===== src/hw/rtl/ste_pkg.sv =====
`timescale 1ns / 1ps

package ste_pkg;

	// frequency count, clamped to the supported range
	localparam int HALF = 32;
	localparam int COUNT = (HALF < 1) ? 1 : ((HALF > 64) ? 64 : HALF);

	// field widths
	localparam int TIME_W = 16;
	localparam int IDX_W = 6;
	localparam int VAL_W = 16;

	// series steps for sine and cosine
	localparam int STEPS = 6;
	localparam int STEP_W = 3;

	// reciprocal rom geometry
	localparam int ROM_AW = (COUNT > 1) ? $clog2(COUNT) : 1;
	localparam int ROM_DEPTH = 1 << ROM_AW;
	localparam int G_DIV = (COUNT > 1) ? (COUNT - 1) : 1;

	// fixed-point constants
	localparam logic [63:0] Q30_ONE = 64'd1073741824;
	localparam logic [63:0] LN2_Q30 = 64'd744261118;
	localparam logic [63:0] LN1000_Q30 = 64'd7417145753;
	localparam logic [31:0] PI_Q30 = 32'd3373259426;

	typedef logic [31:0] recip_rom_t [ROM_DEPTH];

	// reciprocal periods in Q8.24, geometric from 250 down to 0.25
	function automatic recip_rom_t build_recip_rom();
		recip_rom_t rom;
		logic [63:0] g;
		logic [63:0] n;
		logic [63:0] y;
		logic [63:0] sum;
		logic [63:0] term;
		logic [63:0] full;
		for (int i = 0; i < ROM_DEPTH; i++) begin
			if (i < COUNT) begin
				g = (COUNT > 1) ? ((64'(i) * LN1000_Q30) / G_DIV) : 64'd0;
				n = g / LN2_Q30;
				if (n > 64'd20) begin
					n = 64'd20;
				end
				y = g - n * LN2_Q30;
				if (y >= Q30_ONE) begin
					y = Q30_ONE - 64'd1;
				end
				// exp(-y) by truncated taylor terms
				sum = Q30_ONE;
				term = Q30_ONE;
				for (int k = 1; k <= 16; k++) begin
					term = ((term * y) >> 30) / 64'(k);
					if ((k % 2) == 1) begin
						sum = sum - term;
					end else begin
						sum = sum + term;
					end
				end
				full = (64'd250 * sum + (64'd1 << (n + 64'd5))) >> (n + 64'd6);
				rom[i] = full[31:0];
			end else begin
				rom[i] = 32'd0;
			end
		end
		return rom;
	endfunction

	localparam recip_rom_t RECIP_ROM = build_recip_rom();

	// commands from the sequencer to the datapath
	typedef struct packed {
		logic load;
		logic phase;
		logic angle;
		logic square;
		logic mul;
		logic recip;
		logic corr;
		logic emit;
		logic [STEP_W-1:0] step;
		logic [IDX_W-1:0] idx;
		logic last;
	} ste_cmd_t;

endpackage


===== src/hw/rtl/ste_ctrl.sv =====
`timescale 1ns / 1ps

module ste_ctrl (
	input  logic clk,
	input  logic arst_n,
	input  logic start,
	output logic busy,
	output ste_pkg::ste_cmd_t cmd
);
	import ste_pkg::*;

	typedef enum logic [2:0] {
		S_IDLE,
		S_PHASE,
		S_ANGLE,
		S_SQUARE,
		S_MUL,
		S_RECIP,
		S_CORR,
		S_EMIT
	} state_t;

	state_t state_q;
	logic [IDX_W-1:0] idx_q;
	logic [STEP_W-1:0] step_q;
	logic last_idx;

	assign busy = (state_q != S_IDLE);
	assign last_idx = (idx_q == IDX_W'(COUNT - 1));

	// sequencer: per frequency phase, angle, square, six series steps, emit
	always_ff @(posedge clk or negedge arst_n) begin
		if (!arst_n) begin
			state_q <= S_IDLE;
			idx_q <= '0;
			step_q <= '0;
		end else begin
			case (state_q)
				S_IDLE: begin
					if (start) begin
						idx_q <= '0;
						state_q <= S_PHASE;
					end
				end
				S_PHASE: begin
					state_q <= S_ANGLE;
				end
				S_ANGLE: begin
					state_q <= S_SQUARE;
				end
				S_SQUARE: begin
					step_q <= '0;
					state_q <= S_MUL;
				end
				S_MUL: begin
					state_q <= S_RECIP;
				end
				S_RECIP: begin
					state_q <= S_CORR;
				end
				S_CORR: begin
					if (step_q == STEP_W'(STEPS - 1)) begin
						state_q <= S_EMIT;
					end else begin
						step_q <= step_q + 1'b1;
						state_q <= S_MUL;
					end
				end
				S_EMIT: begin
					if (last_idx) begin
						state_q <= S_IDLE;
					end else begin
						idx_q <= idx_q + 1'b1;
						state_q <= S_PHASE;
					end
				end
				default: begin
					state_q <= S_IDLE;
				end
			endcase
		end
	end

	// command decode
	always_comb begin
		cmd = '0;
		cmd.load = (state_q == S_IDLE) && start;
		cmd.phase = (state_q == S_PHASE);
		cmd.angle = (state_q == S_ANGLE);
		cmd.square = (state_q == S_SQUARE);
		cmd.mul = (state_q == S_MUL);
		cmd.recip = (state_q == S_RECIP);
		cmd.corr = (state_q == S_CORR);
		cmd.emit = (state_q == S_EMIT);
		cmd.step = step_q;
		cmd.idx = idx_q;
		cmd.last = last_idx;
	end

	// checks
	a_idx_range: assert property (@(posedge clk) disable iff (!arst_n)
		idx_q <= IDX_W'(COUNT - 1))
		else $error("frequency index past the last one");

	a_step_range: assert property (@(posedge clk) disable iff (!arst_n)
		step_q < STEP_W'(STEPS))
		else $error("series step out of range");

	a_start_run: assert property (@(posedge clk) disable iff (!arst_n)
		(start && !busy) |=> (state_q == S_PHASE && idx_q == '0))
		else $error("accepted transaction did not begin a run at index zero");

endmodule


===== config.mk =====
export PLATFORM = sky130hd
export DESIGN_NAME = ste_ctrl
export DESIGN_NICKNAME = d
export VERILOG_FILES = /design/src/hw/rtl/ste_pkg.sv /design/src/hw/rtl/ste_ctrl.sv
export SDC_FILE = /design/constraint.sdc
export NUM_CORES = 1
export LEC_CHECK = 0
export BUFFER_PORTS_ARGS = -buffer_cell sky130_fd_sc_hd__buf_2
export CAP_MARGIN = 20
export CORE_MARGIN = 1
export CORE_UTILIZATION = 52
export CTS_CLUSTER_DIAMETER = 80
export CTS_CLUSTER_SIZE = 10
export DETAILED_ROUTE_END_ITERATION = 10
export HOLD_SLACK_MARGIN = 0.1
export PLACE_DENSITY_LB_ADDON = 0.2
export SLEW_MARGIN = 15
export SYNTH_ARGS = -nofsm -noshare
export SYNTH_HDL_FRONTEND = slang
export SYNTH_SLANG_ARGS = --single-unit

===== constraint.sdc =====
create_clock -name clk -period 2.65 [get_ports clk]
set_input_delay 0.265 -clock clk [delete_from_list [all_inputs] [get_ports clk]]
set_output_delay 0.265 -clock clk [all_outputs]
set_load 0.05 [all_outputs]

==> run_results.csv, run 1 <==
group,metric,value,unit
global_routing,grt-ovfl-total,0,
floorplanning,fp.dieArea,1511,um^2
yosys,yosys_warnings,0,
placement,place_congestion,0.7591,
global_routing,grt_pass1_wl,1945,um
clock_network,clock_sinks,12,
global_routing,gr-usage-all-layers,19.85,%
setup_path,critPathTopFamily,"simple AND/OR/NAND/NOR gates",
clock_network,cts_buffers,3,
floorplanning,start_util,59.60,%
power_and_ir_drop,ir_drop,864.5,uV
drt,via_count,586,
setup_path,critPathCaptureType,"output port",
setup_path,worstPathMaxFanout,10,
timing,fin_setup_tns,0,ns
drt,viasPerCell,5.327,
setup_path,r2r_start,"idx_q[0]$_DFFE_PN0P_",
clock_network,clockRootBuffer,"clkbuf_4",
yosys,syn-cell-area,706.9,um^2
drt,drc,0,
global_routing,grt_pass1_vias,481,
setup_path,startpoint,"state_q[0]$_DFFE_PN0P_",
yosys,ys_ff_latch,12,
power_and_ir_drop,leakage,0.5194,nW
global_routing,antenna_found_initial,0,
clock_network,clk-insertion-delay-late,0.27,ns
drt,totalWireLength,1331,um
layout,antenna_cells,0,
timing,setup_viol,0,
yosys,synth_nets,81,
timing,worst_pin_slew,0.3403,ns
yosys,postSynthCellCount,75,
placement,dp_hpwl,943.8,um
timing,fin_crit,1.985,ns
placement,port_buffers,21,
setup_path,critical_path.cell_chain,"or4b_4 -> inv_1 -> buf_2",
timing,hold_ws,0.3854,ns
clock_network,tritoncts,"yes",
run_status,status,"finished, final reports clean",
setup_path,path_class,"reg2out",
yosys,synth.distinct_cells,31,
clock_network,cts_buffer_depth,2,
drt,drt_first_pass_iters,4,
floorplanning,die_w,38.87,um
floorplanning,io_pins,22,
timing,fmax,503.9,MHz
layout,drive_gt1_share,27.08,%
setup_path,critPathLaunchType,"flop",
yosys,synth_area_per_cell,9.426,um^2
timing,timing_hold_violations_final,0,
setup_path,slowest_delay,0.61,ns
setup_path,critPathRequiredTime,2.38,ns
timing,maxSlewHeadroom,77.11,%
run,cap_viol_max_count,0,
timing,slew_viol_final,0,
timing,rsz0062_at_grt,"false",
clock_network,path_clk_slew,0.08,ns
clock_network,htree_levels,1,
layout,fin_nets,103,
timing,final.setup_skew,0.006031,ns
layout,area_growth,19.12,%
floorplanning,row_count,12,
floorplanning,die_height,38.87,um
drt,antenna_left,0,
drt,post_drt_wl_per_cell,12.10,um
setup_path,cp_data_arrival_time,1.72,ns
setup_path,crit_buf_inv,2,
floorplanning,core-area,1186,um^2
drt,drtIter0Drc,8,
power_and_ir_drop,power.density,1306,nW/um^2
global_routing,grt_max_degree,13,
min_path,worstHoldPathType,"in2async",
timing,post-route-period-util,74.89,%
setup_path,slowest_stage,"or4b_4",
yosys,ys_seq_area_share,42.48,%
[kinds of logic after synthesis]
kind of cell               after synthesis  synth area share (%)
and+or+nand+nor                         32                 24.25
DFF                                     12                 42.48
AOI/OAI and AO/OA                       11                 10.80
buffers and inverters                   10                 7.434
muxes                                    6                 8.496
adders and majority gates                3                 5.310
xor gates and xnor gates                 1                 1.239
[worst reg2reg max path: cells and delay by family (launching register included)]
| family | cells | cell delay (ns) |
|---|---|---|
| fa+ha+maj | 1 | 0.25 |
| compound gates | 1 | 0.33 |
| flops | 1 | 0.41 |
| simple gates | 1 | 0.20 |
| mux | 1 | 0.23 |
[Yosys cell counts]
master	instances	area, um^2
nor3_1	3	15.01
and2_1	1	6.260
inv_1	5	18.77
a211oi_1	1	7.510
a32o_1	1	10.01
o21ai_1	1	5.000
buf_2	3	15.01
dfrtp_1	12	300.3
o2111a_1	1	11.26
nand3_1	1	5.000
and4_1	1	8.760
a21o_1	1	7.510
nand2_1	10	37.54
nand2b_1	1	6.260
or4b_4	1	13.76
xor2_1	1	8.760
ha_1	3	37.54
nand3b_1	1	7.510
nor2_1	5	18.77
or2b_1	1	7.510
o21ai_0	2	10.01
and3_1	3	18.77
and2b_1	1	7.510
o31ai_1	1	7.510
buf_4	1	7.510
buf_6	1	11.26
mux2i_1	6	60.06
or3_1	1	6.260
a21boi_0	1	7.510
a21oi_1	2	10.01
nand4_1	2	12.51
[cell usage in the layout, fill, tap and decap left out, types with 2 or more instances in the layout]
| cell type | netlist | layout |
|---|---|---|
| dfrtp_1 | 12 | 12 |
| nand4_1 | 2 | 2 |
| o21ai_0 | 2 | 2 |
| nor2_1 | 5 | 5 |
| clkbuf_4 | 0 | 3 |
| and3_1 | 3 | 3 |
| nand2_1 | 10 | 10 |
| buf_2 | 3 | 21 |
| ha_1 | 3 | 3 |
| a21oi_1 | 2 | 2 |
| nor3_1 | 3 | 3 |
| inv_1 | 5 | 5 |
| mux2i_1 | 6 | 6 |
[repair_timing]
| item | 4_1_cts | 5_1_grt |
|---|---|---|
| resized for setup | 0 | 0 |
| buffers inserted | 0 | 0 |
| hold buffers | 1 | 0 |
| endpoints found under the hold margin | 12 | 0 |
[final timing paths]
check | end | slack, ns | cells after the start
worst max-delay path | cmd[17] | 0.67 | 3
worst min-delay path | idx_q[3]$_DFFE_PN0P_ | 0.39 | 2
worst max register to register | idx_q[1]$_DFFE_PN0P_ | 1.17 | 4
worst min register to register | step_q[2]$_DFFE_PN0P_ | 0.50 | 1
max in group asynchronous | idx_q[0]$_DFFE_PN0P_ | 2.05 | 2
min in group clk | state_q[0]$_DFFE_PN0P_ | 0.42 | 3
[routing by layer]
metal / vias up / track usage (%) / wire length, um
met5: - / 0 / 0
met4: 0 / 5.172 / 11
met3: 2 / 8.671 / 64
met2: 16 / 32.50 / 584
met1: 262 / 23.53 / 670
li1: 306 / - / -
[report_power, final]
part,leakage (nW),internal (mW),switching [mW]
clock,0.0210,0.0835,0.0601
combinational,0.340,0.162,0.460
sequential,0.158,0.243,0.0916
[through the flow]
step / total power [mW] / instance area (um^2) / cells / util [%] / setup WS (ns)
after floorplan: 0.8485 / 706.9 / 75 / - / 0.7942
after global placement: 0.9442 / 795.8 / 105 / 67.09 / 0.9962
after detailed placement: 0.9524 / 795.8 / 105 / 67.09 / 0.9695
after CTS: 1.103 / 842.1 / 110 / 70.99 / 0.6691
after global routing: 1.166 / 842.1 / 110 / 70.99 / 0.6213
final: 1.100 / 842.1 / 110 / 70.99 / 0.6654
[registers in the layout, indices dropped and copies added, names as in the netlist]
register	cells
idx_q	6
step_q	3
state_q	3
[area by class of cell]
type	instances	area, um^2
multi-input cells	53	354.1
fillers	106	344.1
flip-flops and latches	12	300.3
repair buffers	22	115.1
clock buffers	4	36.28
inverters	5	18.77
well taps	14	17.52
(Power assumes the default switching activity.)
==> inputs of run 2 (changes only) <==
--- a/config.mk
+++ b/config.mk
@@ -8,7 +8,7 @@
 export BUFFER_PORTS_ARGS = -buffer_cell sky130_fd_sc_hd__buf_2
 export CAP_MARGIN = 20
 export CORE_MARGIN = 1
-export CORE_UTILIZATION = 52
+export CORE_UTILIZATION = 48
 export CTS_CLUSTER_DIAMETER = 80
 export CTS_CLUSTER_SIZE = 10
 export DETAILED_ROUTE_END_ITERATION = 10
==> constraint.sdc (replaced) <==
create_clock -name clk -period 1.92 [get_ports clk]
set_input_delay 0.192 -clock clk [delete_from_list [all_inputs] [get_ports clk]]
set_output_delay 0.192 -clock clk [all_outputs]
set_load 0.05 [all_outputs]
==> run_results.csv, run 2 (same netlist as run 1, synthesis figures left out) <==
group,metric,value,unit
timing,final.setup_skew,0.0006428,ns
drt,drc,0,
setup_path,critical_path.cell_chain,"or4b_4 -> inv_1 -> buf_4",
timing,post-route-period-util,95.68,%
layout,area_growth,20.18,%
setup_path,critPathCaptureType,"output port",
floorplanning,die_height,40.38,um
drt,post_drt_wl_per_cell,12.52,um
layout,mostFrequentLayoutCells,"buf_2 (20), nand2_1 (10), dfrtp_1 (9)",
layout,seq_area,304.0,um^2
setup_path,critPathLaunchType,"flop",
global_routing,grt_pass1_vias,473,
global_routing,antenna_found_initial,0,
floorplanning,fp.dieArea,1630,um^2
global_routing,grt_pass1_wl,2152,um
layout,antenna_cells,0,
floorplanning,core-area,1334,um^2
clock_network,clk-insertion-delay-late,0.27,ns
run,cap_viol_max_count,0,
timing,fin_crit,1.837,ns
timing,fin_setup_tns,0,ns
timing,worst_pin_slew,0.4017,ns
drt,antenna_left,0,
placement,place_congestion,0.7468,
timing,hold_ws,0.3127,ns
power_and_ir_drop,ir_drop,1075,uV
timing,fmax,544.3,MHz
clock_network,clock_sinks,12,
layout,fillCellCount,118,
timing,slew_viol_final,0,
layout,largest-register,"idx_q",
timing,setup_viol,0,
clock_network,cts_buffers,3,
setup_path,slowest_delay,0.60,ns
clock_network,path_clk_slew,0.07,ns
layout,multi_input_area,354.1,um^2
drt,drtIter0Drc,11,
setup_path,crit_buf_inv,2,
drt,viasPerCell,5.568,
timing,maxSlewHeadroom,72.98,%
global_routing,gr-usage-all-layers,20.74,%
power_and_ir_drop,power.density,1800,nW/um^2
clock_network,post_cts_buffers,0,
drt,via_count,618,
floorplanning,start_util,53.00,%
run_status,status,"finished, final reports clean",
setup_path,critPathTopFamily,"simple AND/OR/NAND/NOR gates",
drt,totalWireLength,1390,um
power_and_ir_drop,leakage,0.5161,nW
floorplanning,die_w,40.38,um
clock_network,clockRootBuffer,"clkbuf_4",
drt,drt_first_pass_iters,4,
setup_path,slowest_stage,"or4b_4",
floorplanning,io_pins,22,
placement,dp_hpwl,985.6,um
timing,timing_hold_violations_final,0,
clock_network,cts_buffer_depth,2,
global_routing,grt-ovfl-total,0,
placement,port_buffers,21,
layout,biggestRegsByFlops,"idx_q (6), state_q (3), step_q (3)",
setup_path,worstPathMaxFanout,10,
layout,layout_commonest_cell,"buf_2",
floorplanning,row_count,13,
min_path,worstHoldPathType,"in2reg",
setup_path,path_class,"reg2out",
setup_path,cp_data_arrival_time,1.65,ns
layout,drive_gt1_share,30.21,%
clock_network,tritoncts,"yes",
layout,fin_nets,103,
timing,rsz0062_at_grt,"false",
global_routing,grt_max_degree,13,
clock_network,htree_levels,1,
layout,largest_register_ffs,6,
setup_path,critPathRequiredTime,1.73,ns
[run 2: cell counts in the layout (fill, tap and decap cells not counted)]
No cell type changed its count.
[run 2: worst min-delay path, cell delays in order]
cell	delay [ns]
buf_2	0.10
o31ai_1	0.20
a211oi_1	0.05
[run 2: per-layer routing]
metal,vias up,wire length [um],global-route usage [%]
met5,-,0,0
met4,0,14,7.500
met3,2,70,8.333
met1,296,658,28.57
met2,17,648,28.97
li1,303,-,-
[run 2: metrics by stage]
stage / utilization, % / total power, mW / instances / worst slack (ns) / cell area [um^2]
floorplan: - / 1.171 / 75 / 0.1372 / 706.9
global placement: 59.76 / 1.306 / 106 / 0.3367 / 797.0
detailed placement: 59.76 / 1.321 / 106 / 0.3056 / 797.0
CTS: 63.23 / 1.524 / 111 / 0.003795 / 843.3
global route: 63.70 / 1.637 / 111 / 0.02313 / 849.6
finish: 63.70 / 1.529 / 111 / 0.08289 / 849.6
[run 2: path summary, 6_finish.rpt]
kind	cells after the start	start	endpoint	slack, ns
setup / recovery	3	state_q[0]$_DFFE_PN0P_	cmd[17]	0.08
hold / removal	3	start	state_q[0]$_DFFE_PN0P_	0.31
setup reg to reg	4	idx_q[0]$_DFFE_PN0P_	idx_q[1]$_DFFE_PN0P_	0.40
hold reg to reg	1	step_q[2]$_DFFE_PN0P_	step_q[2]$_DFFE_PN0P_	0.50
max in group asynchronous	2	arst_n	state_q[2]$_DFFE_PN0P_	1.36
min in group asynchronous	2	arst_n	idx_q[4]$_DFFE_PN0P_	0.33
[run 2: power by group]
group / total [mW] / internal, mW / leakage, nW / switching (mW)
Clock: 0.196 / 0.115 / 0.0210 / 0.0809
Combinational: 0.863 / 0.229 / 0.340 / 0.634
Sequential: 0.470 / 0.342 / 0.155 / 0.128
[run 2: area by class of cell]
class                           count  share of cell area (%)
Multi-Input combinational cell     53                   41.68
Tap cell                           15                   2.209
Sequential cell                    12                   35.79
Clock buffer                        4                   4.271
Inverter                            5                   2.209
Timing Repair Buffer               22                   13.84
[run 2: what timing repair did]
action	CTS	global route
resized for setup	0	5
endpoints found under the hold margin	12	0
endpoints found under the setup margin	0	1
hold buffers	1	0
==> inputs of run 3 (changes only) <==
--- a/config.mk
+++ b/config.mk
@@ -9,7 +9,7 @@
 export CAP_MARGIN = 20
 export CORE_MARGIN = 1
 export CORE_UTILIZATION = 48
-export CTS_CLUSTER_DIAMETER = 80
+export CTS_BUF_LIST = sky130_fd_sc_hd__clkbuf_8 sky130_fd_sc_hd__clkbuf_16
 export CTS_CLUSTER_SIZE = 10
 export DETAILED_ROUTE_END_ITERATION = 10
 export HOLD_SLACK_MARGIN = 0.1
==> run_results.csv, run 3 (same netlist as run 1, synthesis figures left out) <==
group,metric,value,unit
clock_network,cts_buffers,3,
clock_network,htree_levels,1,
timing,fin_setup_tns,0,ns
timing,final.setup_skew,0.003457,ns
layout,largest_register_ffs,6,
global_routing,grt-ovfl-total,0,
clock_network,clock_sinks,12,
setup_path,path_class,"reg2out",
floorplanning,die_height,40.38,um
timing,rsz0062_at_grt,"false",
timing,setup_viol,0,
drt,antenna_left,0,
setup_path,rrSetupSlack,0.41,ns
timing,post-route-period-util,96.59,%
timing,worst_pin_slew,0.4015,ns
setup_path,cp_data_arrival_time,1.66,ns
setup_path,critPathLaunchType,"flop",
power_and_ir_drop,leakage,0.5268,nW
layout,fin_nets,103,
layout,biggestRegsByFlops,"idx_q (6), state_q (3), step_q (3)",
floorplanning,start_util,53.00,%
run,cap_viol_max_count,0,
drt,viasPerCell,5.505,
placement,place_area,797.0,um^2
layout,drive_gt1_share,27.08,%
power_and_ir_drop,switching_share,53.32,%
global_routing,antenna_found_initial,0,
setup_path,r2r_cells,4,
power_and_ir_drop,clock_power_share,16.9,%
drt,drt_first_pass_iters,4,
setup_path,r2r_start,"idx_q[0]$_DFFE_PN0P_",
setup_path,critPathCaptureType,"output port",
layout,stdcell_area,864.6,um^2
floorplanning,row_count,13,
global_routing,gr-usage-all-layers,22.02,%
drt,via_count,611,
drt,drtIter0Drc,14,
clock_network,clockRootBuffer,"clkbuf_8",
timing,fmax,539.2,MHz
timing,timing_hold_violations_final,0,
timing,slew_viol_final,0,
layout,layout_commonest_cell,"buf_2",
floorplanning,io_pins,22,
global_routing,grt_pass1_vias,484,
placement,port_buffers,21,
run_status,status,"finished, final reports clean",
floorplanning,fp.dieArea,1630,um^2
floorplanning,core-area,1334,um^2
global_routing,grt_max_degree,13,
placement,place_congestion,0.7468,
setup_path,regToRegEndpoint,"idx_q[1]$_DFFE_PN0P_",
clock_network,tritoncts,"yes",
drt,totalWireLength,1412,um
power_and_ir_drop,power.density,1846,nW/um^2
timing,fin_crit,1.855,ns
placement,dp_hpwl,985.6,um
power_and_ir_drop,ir_drop,1195,uV
layout,largest-register,"idx_q",
min_path,hold_depth,3,
layout,antenna_cells,0,
clock_network,path_clk_slew,0.05,ns
power_and_ir_drop,p_switching,0.8508,mW
min_path,min_from,"start",
global_routing,grt_pass1_wl,2235,um
drt,post_drt_wl_per_cell,12.72,um
min_path,worstHoldPathType,"in2reg",
timing,maxSlewHeadroom,73.00,%
layout,mostFrequentLayoutCells,"buf_2 (20), dfrtp_1 (12), nand2_1 (10)",
clock_network,cts_buffer_depth,2,
layout,area_growth,22.30,%
drt,drc,0,
power_and_ir_drop,p_int,0.7448,mW
power_and_ir_drop,seqPwrFrac,29.2,%
setup_path,worstPathMaxFanout,10,
min_path,whs_endpoint,"state_q[0]$_DFFE_PN0P_",
power_and_ir_drop,power.combinational.fraction,53.9,%
clock_network,clk-insertion-delay-late,0.24,ns
setup_path,critPathRequiredTime,1.73,ns
floorplanning,die_w,40.38,um
## run 3: area by class of cell
class	instances	area [um^2]
clock buffer	4	55.05
sequential	12	300.3
multi-input combinational	53	354.1
timing repair buffer	22	117.6
fill	121	469.2
inverter	5	18.77
tap	15	18.77
## run 3: worst max-delay path by stage
stage / from / end / slack (ns)
after floorplan: state_q[2]$_DFFE_PN0P_ / cmd[13] / 0.14
after global placement: state_q[0]$_DFFE_PN0P_ / cmd[17] / 0.34
after detailed placement: state_q[0]$_DFFE_PN0P_ / cmd[17] / 0.31
after CTS: state_q[0]$_DFFE_PN0P_ / cmd[17] / 0.04
after global routing: state_q[0]$_DFFE_PN0P_ / cmd[17] / 0.007
final: state_q[0]$_DFFE_PN0P_ / cmd[17] / 0.07
## run 3: worst max-delay path, cell delays in order, from the launching register on
cell and delay, ns:
dfrtp_1 0.45, or4b_4 0.61, inv_1 0.12, clkbuf_4 0.24
## run 3: metal layers
| metal | vias up | GRT usage [%] | wire, um |
|---|---|---|---|
| met4 | 0 | 10.00 | 12 |
| met2 | 24 | 31.35 | 637 |
| met5 | - | 0 | 0 |
| li1 | 304 | - | - |
| met1 | 281 | 28.22 | 668 |
| met3 | 2 | 10.00 | 94 |
## run 3: metrics by stage
| step | cells | setup WS, ns | power, mW | util, % | hold WS, ns |
|---|---|---|---|---|---|
| 2_1_floorplan | 75 | 0.1372 | 1.171 | - | -0.1036 |
| 3_3_place_gp | 106 | 0.3367 | 1.306 | 59.76 | 0.08753 |
| 3_5_place_dp | 106 | 0.3056 | 1.321 | 59.76 | 0.08029 |
| 4_1_cts | 111 | 0.04138 | 1.605 | 64.63 | 0.3330 |
| 5_1_grt | 111 | 0.007436 | 1.709 | 64.82 | 0.3717 |
| 6_report | 111 | 0.06543 | 1.596 | 64.82 | 0.3389 |
## run 3: repair_timing
| action | 4_1_cts | 5_1_grt |
|---|---|---|
| endpoints found under the hold margin | 12 | 0 |
| hold buffers | 1 | 0 |
| buffers inserted | 0 | 0 |
| resized for setup | 0 | 1 |
| endpoints found under the setup margin | 0 | 1 |
## run 3: power by group through the flow
stage	Sequential (mW)	Combinational (mW)	Clock, mW
floorplan	0.571	0.601	0
global placement	0.454	0.852	0
detailed placement	0.466	0.856	0
CTS	0.464	0.862	0.279
global route	0.484	0.928	0.297
finish	0.465	0.860	0.270
